--- config.mk ---
export PLATFORM = sky130hd
export DESIGN_NAME = door_unlock_controller
export DESIGN_NICKNAME = d
export VERILOG_FILES = /design/src/rtl/dul_pkg.sv /design/src/rtl/door_unlock_controller.sv /design/src/rtl/dul_core.sv /design/src/rtl/dul_blink_stage.sv
export SDC_FILE = /design/constraint.sdc
export NUM_CORES = 2
export LEC_CHECK = 0
export ABC_AREA = 1
export BUFFER_PORTS_ARGS = -buffer_cell sky130_fd_sc_hd__buf_2
export CORE_MARGIN = 2
export CORE_UTILIZATION = 40
export DETAILED_ROUTE_END_ITERATION = 12
export PLACE_DENSITY = 0.55
export SLEW_MARGIN = 10
export SYNTH_ARGS = -nofsm -noshare
export SYNTH_HDL_FRONTEND = slang
export SYNTH_SLANG_ARGS = --single-unit
--- constraint.sdc ---
create_clock -name i_clk -period 9.3 [get_ports i_clk]
set_clock_uncertainty 0.1 [all_clocks]
set_input_delay 0.93 -clock i_clk [delete_from_list [all_inputs] [get_ports i_clk]]
set_output_delay 0.93 -clock i_clk [all_outputs]
set_load 0.02 [all_outputs]
--- src/rtl/dul_pkg.sv ---
// ----------------------------------------------------------------------------
// dul_pkg
// Shared types, codes and constants of the door unlock controller.
// ----------------------------------------------------------------------------
package dul_pkg;

    // Field widths.
    localparam int TS_W       = 32;
    localparam int DEB_W      = 16;
    localparam int TIME_W     = 20;
    localparam int CNT_W      = 32;

    // Stream and configuration port widths.
    localparam int IN_W       = 40;
    localparam int OUT_W      = 72;
    localparam int CFG_ADDR_W = 3;
    localparam int CFG_DATA_W = 20;

    // Blink phase: the elapsed time is divided by the half period through a
    // multiplication by its rounded-up reciprocal, in one registered stage.
    // Both reciprocals give the exact quotient over the whole 32-bit range.
    localparam int DIV_STAGES = 1;
    localparam int FAST_HALF  = 200 / 2;
    localparam int SLOW_HALF  = 2000 / 2;
    localparam int FAST_SHIFT = 37;
    localparam int SLOW_SHIFT = 38;
    localparam logic [TS_W-1:0] FAST_RECIP =
        TS_W'(((64'd1 << FAST_SHIFT) + 64'(FAST_HALF) - 64'd1) / 64'(FAST_HALF));
    localparam logic [TS_W-1:0] SLOW_RECIP =
        TS_W'(((64'd1 << SLOW_SHIFT) + 64'(SLOW_HALF) - 64'd1) / 64'(SLOW_HALF));

    // Configuration register indexes.
    localparam logic [CFG_ADDR_W-1:0] CFG_DEBOUNCE  = 3'd0;
    localparam logic [CFG_ADDR_W-1:0] CFG_RING      = 3'd1;
    localparam logic [CFG_ADDR_W-1:0] CFG_UNLOCK    = 3'd2;
    localparam logic [CFG_ADDR_W-1:0] CFG_COOLDOWN  = 3'd3;
    localparam logic [CFG_ADDR_W-1:0] CFG_RING_UNLK = 3'd4;

    typedef enum logic [2:0] {
        MODE_OFFLINE   = 3'd0,
        MODE_IDLE      = 3'd1,
        MODE_RING      = 3'd2,
        MODE_UNLOCKING = 3'd3,
        MODE_COOLDOWN  = 3'd4
    } t_mode;

    typedef enum logic [1:0] {
        SND_NONE     = 2'd0,
        SND_RING     = 2'd1,
        SND_UNLOCKED = 2'd2,
        SND_DENIED   = 2'd3
    } t_sound;

    typedef struct packed {
        logic [DEB_W-1:0]  debounce_time;
        logic [TIME_W-1:0] ring_time;
        logic [TIME_W-1:0] unlock_time;
        logic [TIME_W-1:0] cooldown_time;
        logic              ring_timeout_unlocks;
    } t_cfg;

    typedef struct packed {
        logic [TS_W-1:0] timestamp;
        logic            button_level;
        logic            link_online;
        logic            unlock_request;
        logic            deny_request;
    } t_item;

    // One request on its way through the blink phase stage.
    typedef struct packed {
        logic             relay_on;
        t_sound           sound_code;
        t_mode            door_state;
        logic [CNT_W-1:0] unlocks_total;
        logic [CNT_W-1:0] rejected_total;
        logic             blink_en;
        logic             slow_blink;
        logic             led_fixed;
        logic [TS_W-1:0]  dividend;
        logic             qbit;
    } t_pipe;

endpackage

--- src/rtl/door_unlock_controller.sv ---
// ----------------------------------------------------------------------------
// door_unlock_controller
// Debounced door-bell button and remote-controlled door lock state machine.
// ----------------------------------------------------------------------------
// Pipeline: a request accepted at the input passes the input register, the
// state step and the blink phase stage before its result is on the output.
// Throughput: one request per cycle unless the output stalls. The state step
// is an unpipelined loop; the blink phase is a reciprocal product after it.
// Reset (synchronous, active low) empties the pipeline, puts the door offline
// with its state start time at zero and loads the default timeouts.
// ----------------------------------------------------------------------------
module door_unlock_controller
    import dul_pkg::*;
(
    input  logic                  i_clk,
    input  logic                  i_rst_n,
    // Configuration write port.
    input  logic                  i_cfg_we,
    input  logic [CFG_ADDR_W-1:0] i_cfg_addr,
    input  logic [CFG_DATA_W-1:0] i_cfg_wdata,
    // Request stream.
    input  logic                  s_axis_tvalid,
    output logic                  s_axis_tready,
    // [31:0] timestamp, [32] button_level, [33] link_online,
    // [34] unlock_request, [35] deny_request, [39:36] zero
    input  logic [IN_W-1:0]       s_axis_tdata,
    // Result stream.
    output logic                  m_axis_tvalid,
    input  logic                  m_axis_tready,
    // [0] relay_on, [1] led_on, [3:2] sound_code, [6:4] door_state,
    // [38:7] unlocks_total, [70:39] rejected_total, [71] zero
    output logic [OUT_W-1:0]      m_axis_tdata
);

    localparam int NSTAGE = DIV_STAGES + 2;

    t_cfg        r_cfg;
    t_item       r_item;
    logic        r_valid [NSTAGE];
    logic        rdy     [NSTAGE];
    t_pipe       w_pipe  [DIV_STAGES+1];
    t_pipe       res;
    logic        led;

    // Configuration registers. Write them only while the block is idle; the block itself does not enforce this.
    always_ff @(posedge i_clk) begin
        if (!i_rst_n) begin
            r_cfg.debounce_time        <= DEB_W'(30);
            r_cfg.ring_time            <= TIME_W'(5000);
            r_cfg.unlock_time          <= TIME_W'(3000);
            r_cfg.cooldown_time        <= TIME_W'(2000);
            r_cfg.ring_timeout_unlocks <= 1'b0;
        end else if (i_cfg_we) begin
            case (i_cfg_addr)
                CFG_DEBOUNCE:  r_cfg.debounce_time        <= i_cfg_wdata[DEB_W-1:0];
                CFG_RING:      r_cfg.ring_time            <= i_cfg_wdata;
                CFG_UNLOCK:    r_cfg.unlock_time          <= i_cfg_wdata;
                CFG_COOLDOWN:  r_cfg.cooldown_time        <= i_cfg_wdata;
                CFG_RING_UNLK: r_cfg.ring_timeout_unlocks <= i_cfg_wdata[0];
                default: ;
            endcase
        end
    end

    // Each stage takes a new request when it is empty or the stage after it
    // moves on, so bubbles close up while the output is stalled.
    always_comb begin
        rdy[NSTAGE-1] = !r_valid[NSTAGE-1] || m_axis_tready;
        for (int k = NSTAGE - 2; k >= 0; k--) begin
            rdy[k] = !r_valid[k] || rdy[k+1];
        end
    end

    always_ff @(posedge i_clk) begin
        if (!i_rst_n) begin
            for (int k = 0; k < NSTAGE; k++) begin
                r_valid[k] <= 1'b0;
            end
        end else begin
            if (rdy[0]) begin
                r_valid[0] <= s_axis_tvalid;
            end
            for (int k = 1; k < NSTAGE; k++) begin
                if (rdy[k]) begin
                    r_valid[k] <= r_valid[k-1];
                end
            end
        end
    end

    // Input register.
    always_ff @(posedge i_clk) begin
        if (s_axis_tvalid && rdy[0]) begin
            r_item.timestamp      <= s_axis_tdata[TS_W-1:0];
            r_item.button_level   <= s_axis_tdata[TS_W];
            r_item.link_online    <= s_axis_tdata[TS_W+1];
            r_item.unlock_request <= s_axis_tdata[TS_W+2];
            r_item.deny_request   <= s_axis_tdata[TS_W+3];
        end
    end

    // The state machine steps exactly once for each request it passes on.
    dul_core u_core (
        .i_clk     (i_clk),
        .i_rst_n   (i_rst_n),
        .i_cfg     (r_cfg),
        .i_advance (r_valid[0] && rdy[1]),
        .i_item    (r_item),
        .o_pipe    (w_pipe[0])
    );

    // The elapsed time in the new state divided by the half blink period;
    // the LED is lit while that quotient is even.
    for (genvar g = 0; g < DIV_STAGES; g++) begin : g_div
        dul_blink_stage u_stage (
            .i_clk  (i_clk),
            .i_load (r_valid[g+1] && rdy[g+2]),
            .i_pipe (w_pipe[g]),
            .o_pipe (w_pipe[g+1])
        );
    end

    assign res = w_pipe[DIV_STAGES];
    assign led = res.blink_en ? !res.qbit : res.led_fixed;

    assign s_axis_tready = rdy[0];
    assign m_axis_tvalid = r_valid[NSTAGE-1];
    assign m_axis_tdata  = {1'b0, res.rejected_total, res.unlocks_total,
                            res.door_state, res.sound_code, led, res.relay_on};

endmodule

--- src/rtl/dul_core.sv ---
// ----------------------------------------------------------------------------
// dul_core
// Button debouncer and door state machine; one request per advance.
// ----------------------------------------------------------------------------
module dul_core
    import dul_pkg::*;
(
    input  logic  i_clk,
    input  logic  i_rst_n,
    input  t_cfg  i_cfg,
    input  logic  i_advance,
    input  t_item i_item,
    output t_pipe o_pipe
);

    logic             r_raw_level;
    logic             r_stable_level;
    logic [TS_W-1:0]  r_raw_changed_at;
    t_mode            r_mode;
    logic [TS_W-1:0]  r_mode_since;
    logic [CNT_W-1:0] r_unlocks;
    logic [CNT_W-1:0] r_rejected;
    t_pipe            r_pipe;

    logic             n_raw_level;
    logic             n_stable_level;
    logic [TS_W-1:0]  n_raw_changed_at;
    t_mode            n_mode;
    logic [TS_W-1:0]  n_mode_since;
    logic [CNT_W-1:0] n_unlocks;
    logic [CNT_W-1:0] n_rejected;
    t_pipe            n_pipe;

    logic             press;
    logic [TS_W-1:0]  elapsed;
    logic             go;
    logic             deny_sound;
    logic             reject;
    t_mode            target;

    // Debounce.
    always_comb begin
        n_raw_level      = i_item.button_level;
        n_raw_changed_at = r_raw_changed_at;
        if (i_item.button_level != r_raw_level) begin
            n_raw_changed_at = i_item.timestamp;
        end
        n_stable_level = r_stable_level;
        press          = 1'b0;
        if ((n_raw_level != r_stable_level) &&
            ((i_item.timestamp - n_raw_changed_at) >= TS_W'(i_cfg.debounce_time))) begin
            n_stable_level = n_raw_level;
            press          = n_raw_level;
        end
    end

    assign elapsed = i_item.timestamp - r_mode_since;

    // Next state of the door machine.
    always_comb begin
        go         = 1'b0;
        target     = r_mode;
        deny_sound = 1'b0;
        reject     = 1'b0;
        unique case (r_mode)
            MODE_IDLE: begin
                if (!i_item.link_online) begin
                    go = 1'b1; target = MODE_OFFLINE;
                end else if (i_item.unlock_request) begin
                    go = 1'b1; target = MODE_UNLOCKING;
                end else if (press) begin
                    go = 1'b1; target = MODE_RING;
                end else if (i_item.deny_request) begin
                    deny_sound = 1'b1;
                end
            end
            MODE_RING: begin
                if (i_item.unlock_request) begin
                    go = 1'b1; target = MODE_UNLOCKING;
                end else if (i_item.deny_request) begin
                    deny_sound = 1'b1;
                    go = 1'b1; target = MODE_IDLE;
                end else if (elapsed >= TS_W'(i_cfg.ring_time)) begin
                    go = 1'b1;
                    if (i_cfg.ring_timeout_unlocks) begin
                        target = MODE_UNLOCKING;
                    end else begin
                        target = i_item.link_online ? MODE_IDLE : MODE_OFFLINE;
                    end
                end
            end
            MODE_UNLOCKING: begin
                reject = i_item.unlock_request;
                if (elapsed >= TS_W'(i_cfg.unlock_time)) begin
                    go = 1'b1; target = MODE_COOLDOWN;
                end
            end
            MODE_COOLDOWN: begin
                reject = i_item.unlock_request;
                if (elapsed >= TS_W'(i_cfg.cooldown_time)) begin
                    go = 1'b1;
                    target = i_item.link_online ? MODE_IDLE : MODE_OFFLINE;
                end
            end
            default: begin
                // Offline, and any code that cannot arise.
                target = MODE_OFFLINE;
                if (i_item.link_online) begin
                    go = 1'b1; target = MODE_IDLE;
                end else if (press) begin
                    go = 1'b1; target = MODE_RING;
                end else if (i_item.unlock_request) begin
                    go = 1'b1; target = MODE_UNLOCKING;
                end
            end
        endcase
    end

    // Outputs of the step.
    always_comb begin
        n_mode       = target;
        n_mode_since = go ? i_item.timestamp : r_mode_since;
        n_unlocks    = r_unlocks + CNT_W'(go && (target == MODE_UNLOCKING));
        n_rejected   = r_rejected + CNT_W'(reject);

        n_pipe                = '0;
        n_pipe.relay_on       = (n_mode == MODE_UNLOCKING);
        n_pipe.door_state     = n_mode;
        n_pipe.unlocks_total  = n_unlocks;
        n_pipe.rejected_total = n_rejected;
        n_pipe.dividend       = i_item.timestamp - n_mode_since;
        n_pipe.sound_code     = SND_NONE;
        if (go && (target == MODE_RING)) begin
            n_pipe.sound_code = SND_RING;
        end else if (go && (target == MODE_UNLOCKING)) begin
            n_pipe.sound_code = SND_UNLOCKED;
        end else if (deny_sound) begin
            n_pipe.sound_code = SND_DENIED;
        end
        unique case (n_mode)
            MODE_IDLE:      n_pipe.led_fixed = 1'b0;
            MODE_RING:      n_pipe.blink_en  = 1'b1;
            MODE_UNLOCKING: n_pipe.led_fixed = 1'b1;
            MODE_COOLDOWN:  n_pipe.led_fixed = 1'b0;
            default: begin
                n_pipe.blink_en   = 1'b1;
                n_pipe.slow_blink = 1'b1;
            end
        endcase
    end

    always_ff @(posedge i_clk) begin
        if (!i_rst_n) begin
            r_raw_level      <= 1'b0;
            r_stable_level   <= 1'b0;
            r_raw_changed_at <= '0;
            r_mode           <= MODE_OFFLINE;
            r_mode_since     <= '0;
            r_unlocks        <= '0;
            r_rejected       <= '0;
        end else if (i_advance) begin
            r_raw_level      <= n_raw_level;
            r_stable_level   <= n_stable_level;
            r_raw_changed_at <= n_raw_changed_at;
            r_mode           <= n_mode;
            r_mode_since     <= n_mode_since;
            r_unlocks        <= n_unlocks;
            r_rejected       <= n_rejected;
        end
    end

    always_ff @(posedge i_clk) begin
        if (i_advance) begin
            r_pipe <= n_pipe;
        end
    end

    assign o_pipe = r_pipe;

endmodule

--- src/rtl/dul_blink_stage.sv ---
// ----------------------------------------------------------------------------
// dul_blink_stage
// Blink phase stage: elapsed time over the half period by reciprocal product.
// ----------------------------------------------------------------------------
module dul_blink_stage
    import dul_pkg::*;
(
    input  logic  i_clk,
    input  logic  i_load,
    input  t_pipe i_pipe,
    output t_pipe o_pipe
);

    t_pipe             r_pipe;
    t_pipe             n_pipe;
    logic [TS_W-1:0]   recip;
    logic [2*TS_W-1:0] product;

    // The lowest bit of the quotient is the blink phase; it sits at the
    // shift position of the chosen reciprocal.
    always_comb begin
        n_pipe      = i_pipe;
        recip       = i_pipe.slow_blink ? SLOW_RECIP : FAST_RECIP;
        product     = (2*TS_W)'(i_pipe.dividend) * (2*TS_W)'(recip);
        n_pipe.qbit = i_pipe.slow_blink ? product[SLOW_SHIFT] : product[FAST_SHIFT];
    end

    always_ff @(posedge i_clk) begin
        if (i_load) begin
            r_pipe <= n_pipe;
        end
    end

    assign o_pipe = r_pipe;

endmodule

* Word level (Yosys, flattened, before mapping)
Memories as Yosys holds them, arrays and structs flattened. Index checks and enable logic that the tools add are counted.
Word-level totals: bits of input ports 68, output and inout port bits 74, RAM bits 3, memories 1, bits in registers 424
Operators by class: multiply operators 1, magnitude comparators 4, bitwise gates (word level) 3, add/sub/neg operators 5, reduce and logical (&&, ||, !) cells 23, equal/unequal tests 14, mux-type cells 57
Memories:
- r_valid | words 3, width 1, rd ports 3, clocked after Yosys merged registers in 0, wr ports 3, line door_unlock_controller.sv:39 | logic r_valid [NSTAGE];
Operator list (number):
- $ge A32 B20 Y1 | 3
- $sub A32 B32 Y32 | 3
- $add A32 B1 Y32 | 2
- $mux W32 | 2
- $mul A32 B32 Y39 | 1
- $mux W1 | 37
- $mux W3 | 11
- $ge A32 B16 Y1 | 1
- $mux W31 | 1
- $eq A3 B2 Y1 const B | 6
- $pmux W3 S4 | 1
- $reduce_and A2 Y1 | 6
- $eq A3 B1 Y1 const B | 3
- $eq A3 B3 Y1 const B | 3
- $logic_and A1 B1 Y1 | 6
- $mux W2 | 3
- $logic_not A1 Y1 | 4
- $pmux W1 S4 | 1
- $reduce_or A4 Y1 | 1
- $logic_not A3 Y1 | 1
- $logic_or A1 B1 Y1 | 3
- $or A1 B1 Y1 | 3
- $reduce_or A3 Y1 | 1
- $ne A1 B1 Y1 | 2
- other kinds (2) | 2

* Logic depth before layout (Yosys ltp)
word-level depth 13, depth in mapped cells 63, mapped depth without buffers 58

* Hierarchy
A second synthesis with hierarchy kept.
Second synthesis, totals: cell total of the unflattened synthesis 4996, area, all modules 41069.4 µm²
By module, submodules not included:
- dul_blink_stage | instances 1, area each 18437.7 µm², cells an instance 1919, seq. area each 3183.1 µm²
- dul_core | instances 1, area each 18271.3 µm², cells an instance 2583, seq. area each 5785.5 µm²
- door_unlock_controller | instances 1, area each 4360.4 µm², cells an instance 494, seq. area each 2712.6 µm²

* Worst setup path after synthesis
OpenSTA, ideal clock, no wires.
kind register to register, from register r_item[3] (netlist name), to register u_core.r_unlocks[30], arrival time 7016 ps, setup slack 2069 ps, data required time 9085 ps, library setup time 115 ps, buffers on the path 3, cell stages (with the launch flop) 56, path through edfxtp_1 > inv_2 > nand2_8 > nand2_4 > buf_6 > clkbuf_1 > clkbuf_1 > nor2_1 > a21oi_1 > ha_1 > inv_1 > nor2_2 > nand2_1 > inv_1 > a21oi_1 > nand2_1 > xor2_1 > ha_1 > (+20 left out) > ha_1 > nand3_1 > nand3b_1 > nor2_1 > nand2_1 > nor2_1 > nand4_1 > nor3_1 > nand3_1 > nor3_1 > nand3_1 > nor3_1 > nand4_1 > nor4_1 > nand2_1 > xor2_1 > o21ai_0 > inv_1
RTL lines:
- start, declared | line door_unlock_controller.sv:38 | t_item r_item;
- end signal, assigned | line dul_core.sv:167 | r_unlocks <= n_unlocks;
- end, declared | line dul_core.sv:21 | logic [CNT_W-1:0] r_unlocks;

==> results.tsv <==
stage	metric	value	unit
grt	pin count of the biggest net entering global routing	95	
yosys	main flop type after synthesis	edfxtp_1	
min_path	Hold Crit Class	reg2reg	
min_path	worst hold start	u_core.o_pipe[77]	
sta	Final TNS setup	0	ps
layout	Sequential Area	10700	µm²
clock_network	Max Buffers Root-to-Sink	3	
clock_network	CTS sink cnt	425	
yosys	Avg Inst Size Synth	8.57	µm²
worst_setup_path	cell at the slowest stage of the critical path	edfxtp_1	
yosys	register area share after synthesis	0.272	
yosys	Yosys Warn Count	0	
clock_network	Num CTS Buffers	47	
sta	hold_ws	312	ps
yosys	Synth Register Bits	425	
sta	final hold vios	0	
clock_network	CTS root buf	clkbuf_16	
die	Ports	142	
sta	final setup violation count	0	
layout	# nets final	5555	
worst_setup_path	slowest stage delay, CP	1070	ps
detailed_routing	remaining antenna violation count	0	
layout	final std cells w/o fill	5988	
die	die area	101000	µm²
worst_setup_path	WP data required	9560	ps
place	GPL Wtd Cong	0.898	
grt	initial antenna violation count	3	
clock_network	Skew-Pair Late Insertion Delay	620	ps
worst_setup_path	largest fanout on the critical path	20	
yosys	ys async rst share	0	
sta	Max Clk Rate	118	MHz
layout	Final Core Density	0.440	
layout	area of the multi-input gates	23600	µm²
worst_setup_path	Worst R2R End	g_div[0].u_stage.o_pipe[0]	
grt	first-pass GRT wire length	160000	µm
worst_setup_path	CP Capture Type	flip-flop	
worst_setup_path	crit path kind	reg2reg	
sta	Final Cycle Share	0.915	
yosys	Mapped Cells	4573	
place	DPL Wire Length	83700	µm
die	Die Span X	317	µm
sta	actual slew at the worst max-slew pin	1100	ps
detailed_routing	TritonRoute pass-1 iters	7	
worst_setup_path	register-to-register setup slack	790	ps
clock_network	H-tree depth	2	
yosys	synthesized cell area	39200	µm²
worst_setup_path	R2R depth	30	
sta	setup repair after global routing missed its margin	no	
die	std cell rows	114	
detailed_routing	Vias	28949	
detailed_routing	Via-to-Cell Ratio	4.83	
yosys	post-synthesis cell type count	58	
layout	proportion of layout cells with a drive suffix above 1	0.0667	
worst_setup_path	RR Startpoint	u_core.o_pipe[34]	
yosys	area share of the largest cell type after synthesis	0.198	
run	max-cap viol count	0	
worst_setup_path	CP arrival	8770	ps
layout	fill cell count	9705	
die	area of the core	97000	µm²
die	Initial Utilization	0.404	
place	DP Cell Count	5897	
grt	Overall Global Routing Usage	0.207	
clock_network	CTS tree	built	
yosys	synth top area cells	fa_1 20%, edfxtp_1 16%, ha_1 14%, dfxtp_1 11%, inv_1 10%	
grt	vias in the first global route	29052	
die	Die Span Y	317	µm
sta	Slew Limit Fails	0	
outcome	status	completed	
detailed_routing	DRC viols	0	
yosys	largest area contributor in the synthesized netlist	fa_1	
yosys	EDFF count, synth	215	
detailed_routing	wire length per cell after detailed routing	17.1	µm
detailed_routing	final wirelength	102000	µm
worst_setup_path	CP Launch Type	flip-flop	
layout	area grow syn2layout	8.80	%
min_path	WHS Endpoint	g_div[0].u_stage.o_pipe[77]	
clock_network	Hold-fix buffers, CTS	0	
sta	Final Critical Period	8510	ps
min_path	Hold Crit Depth	0	
sta	max_slew headroom	0.264	
worst_setup_path	crit-path most repeated cell	inv_1	
place	IO buf count	136	
detailed_routing	DRT iter0 DRCs	1938	
clock_network	Clock transition at path regs	60	ps
grt	gr ovfl total	0	
clock_network	Post-CTS Setup Repair Bufs	0	
cell usage after synthesis, types with 55 or more instances:
master and instances:
o21ai_0 271, fa_1 387, clkbuf_1 72, dfxtp_1 210, ha_1 430, nor2_1 332, nand2_1 571, nand3_1 142
a21oi_1 302, nor3_1 55, xor2_1 117, edfxtp_1 215, buf_4 73, inv_1 1096
cells in the final DEF, fill, tap and decap left out, types with 21 or more instances in the layout:
cell / netlist / layout
nand2_1: 571 / 570
xor2_1: 117 / 117
conb_1: 2 / 23
ha_1: 430 / 430
nand3_1: 142 / 142
nand4_1: 35 / 35
nor3_1: 55 / 55
dfxtp_1: 210 / 210
buf_4: 73 / 47
edfxtp_1: 215 / 215
clkbuf_16: 0 / 48
buf_2: 3 / 135
a21oi_1: 302 / 302
nor2_1: 332 / 332
a31oi_1: 22 / 22
o21ai_0: 271 / 270
a211oi_1: 21 / 21
inv_1: 1096 / 1095
xnor2_1: 33 / 33
fa_1: 387 / 387
layout make-up:
cell class / instances / area share
Sequential cell: 425 / 0.250
Clock inverter: 25 / 0.00692
Inverter: 1107 / 0.0975
Antenna cell: 3 / 0.000176
Clock buffer: 63 / 0.0309
Multi-Input combinational cell: 2907 / 0.553
Timing Repair Buffer: 182 / 0.0241
Tap cell: 1276 / 0.0374
worst max-delay path by stage:
stage | from | depth (start not counted) | endpoint | slack [ps]
floorplan | r_item[3] | 55 | u_core.r_unlocks[30] | 2070
global placement | r_item[3] | 55 | u_core.r_unlocks[31] | 980
detailed placement | u_core.o_pipe[34] | 30 | g_div[0].u_stage.o_pipe[0] | 900
CTS | u_core.o_pipe[34] | 30 | g_div[0].u_stage.o_pipe[0] | 860
global route | r_item[3] | 55 | u_core.r_unlocks[31] | 40
finish | u_core.o_pipe[34] | 30 | g_div[0].u_stage.o_pipe[0] | 790
flip-flops by register name, summed over array words and instances, names as in the netlist:
signal	cells
r_valid	3
u_core.r_raw_level	1
r_cfg	77
u_core.r_mode	3
r_item	36
u_core.r_rejected	32
g_div.u_stage.o_pipe	72
u_core.r_mode_since	32
u_core.r_unlocks	32
u_core.r_raw_changed_at	32
u_core.r_stable_level	1
u_core.o_pipe	104
through the flow:
stage | cell area, µm² | worst slack (ps)
floorplan | 39300 | 2070
global placement | 41000 | 981
detailed placement | 41000 | 895
CTS | 42600 | 858
global route | 42700 | 44.4
finish | 42700 | 789
per-layer routing:
metal,part of all wire,vias up,GRT usage
met5,0,-,0
met4,0.031,0,0.0643
met3,0.040,134,0.0227
met2,0.49,503,0.356
met1,0.44,13754,0.272
li1,-,14558,-
critical path, delay by kind of cell (launching register included):
family,cells,cell delay [ps]
fa+ha+maj,9,3710
compound gates,6,1590
flops,1,1070
simple gates,7,900
buf+inv,8,890
cell families (layout without fill, tap and decap cells):
group / after synthesis / count (layout) / synth area share
buffers and inverters: 1262 / 1377 / 0.129
and+or+nand+nor: 1208 / 1208 / 0.131
adders and majority gates: 817 / 817 / 0.335
AOI/OAI and AO/OA: 698 / 698 / 0.0965
DFF: 425 / 425 / 0.272
xor gates and xnor gates: 150 / 150 / 0.0335
muxes: 11 / 11 / 0.00281
other: 2 / 26 / 0.000192
what timing repair did:
item,in CTS,in global routing
endpoints found under the hold margin,0,0
endpoints found under the setup margin,0,3
resized for setup,0,2
Power is not shown: default switching activity piles up to over one toggle a cycle in this logic, so the estimate is an artifact.
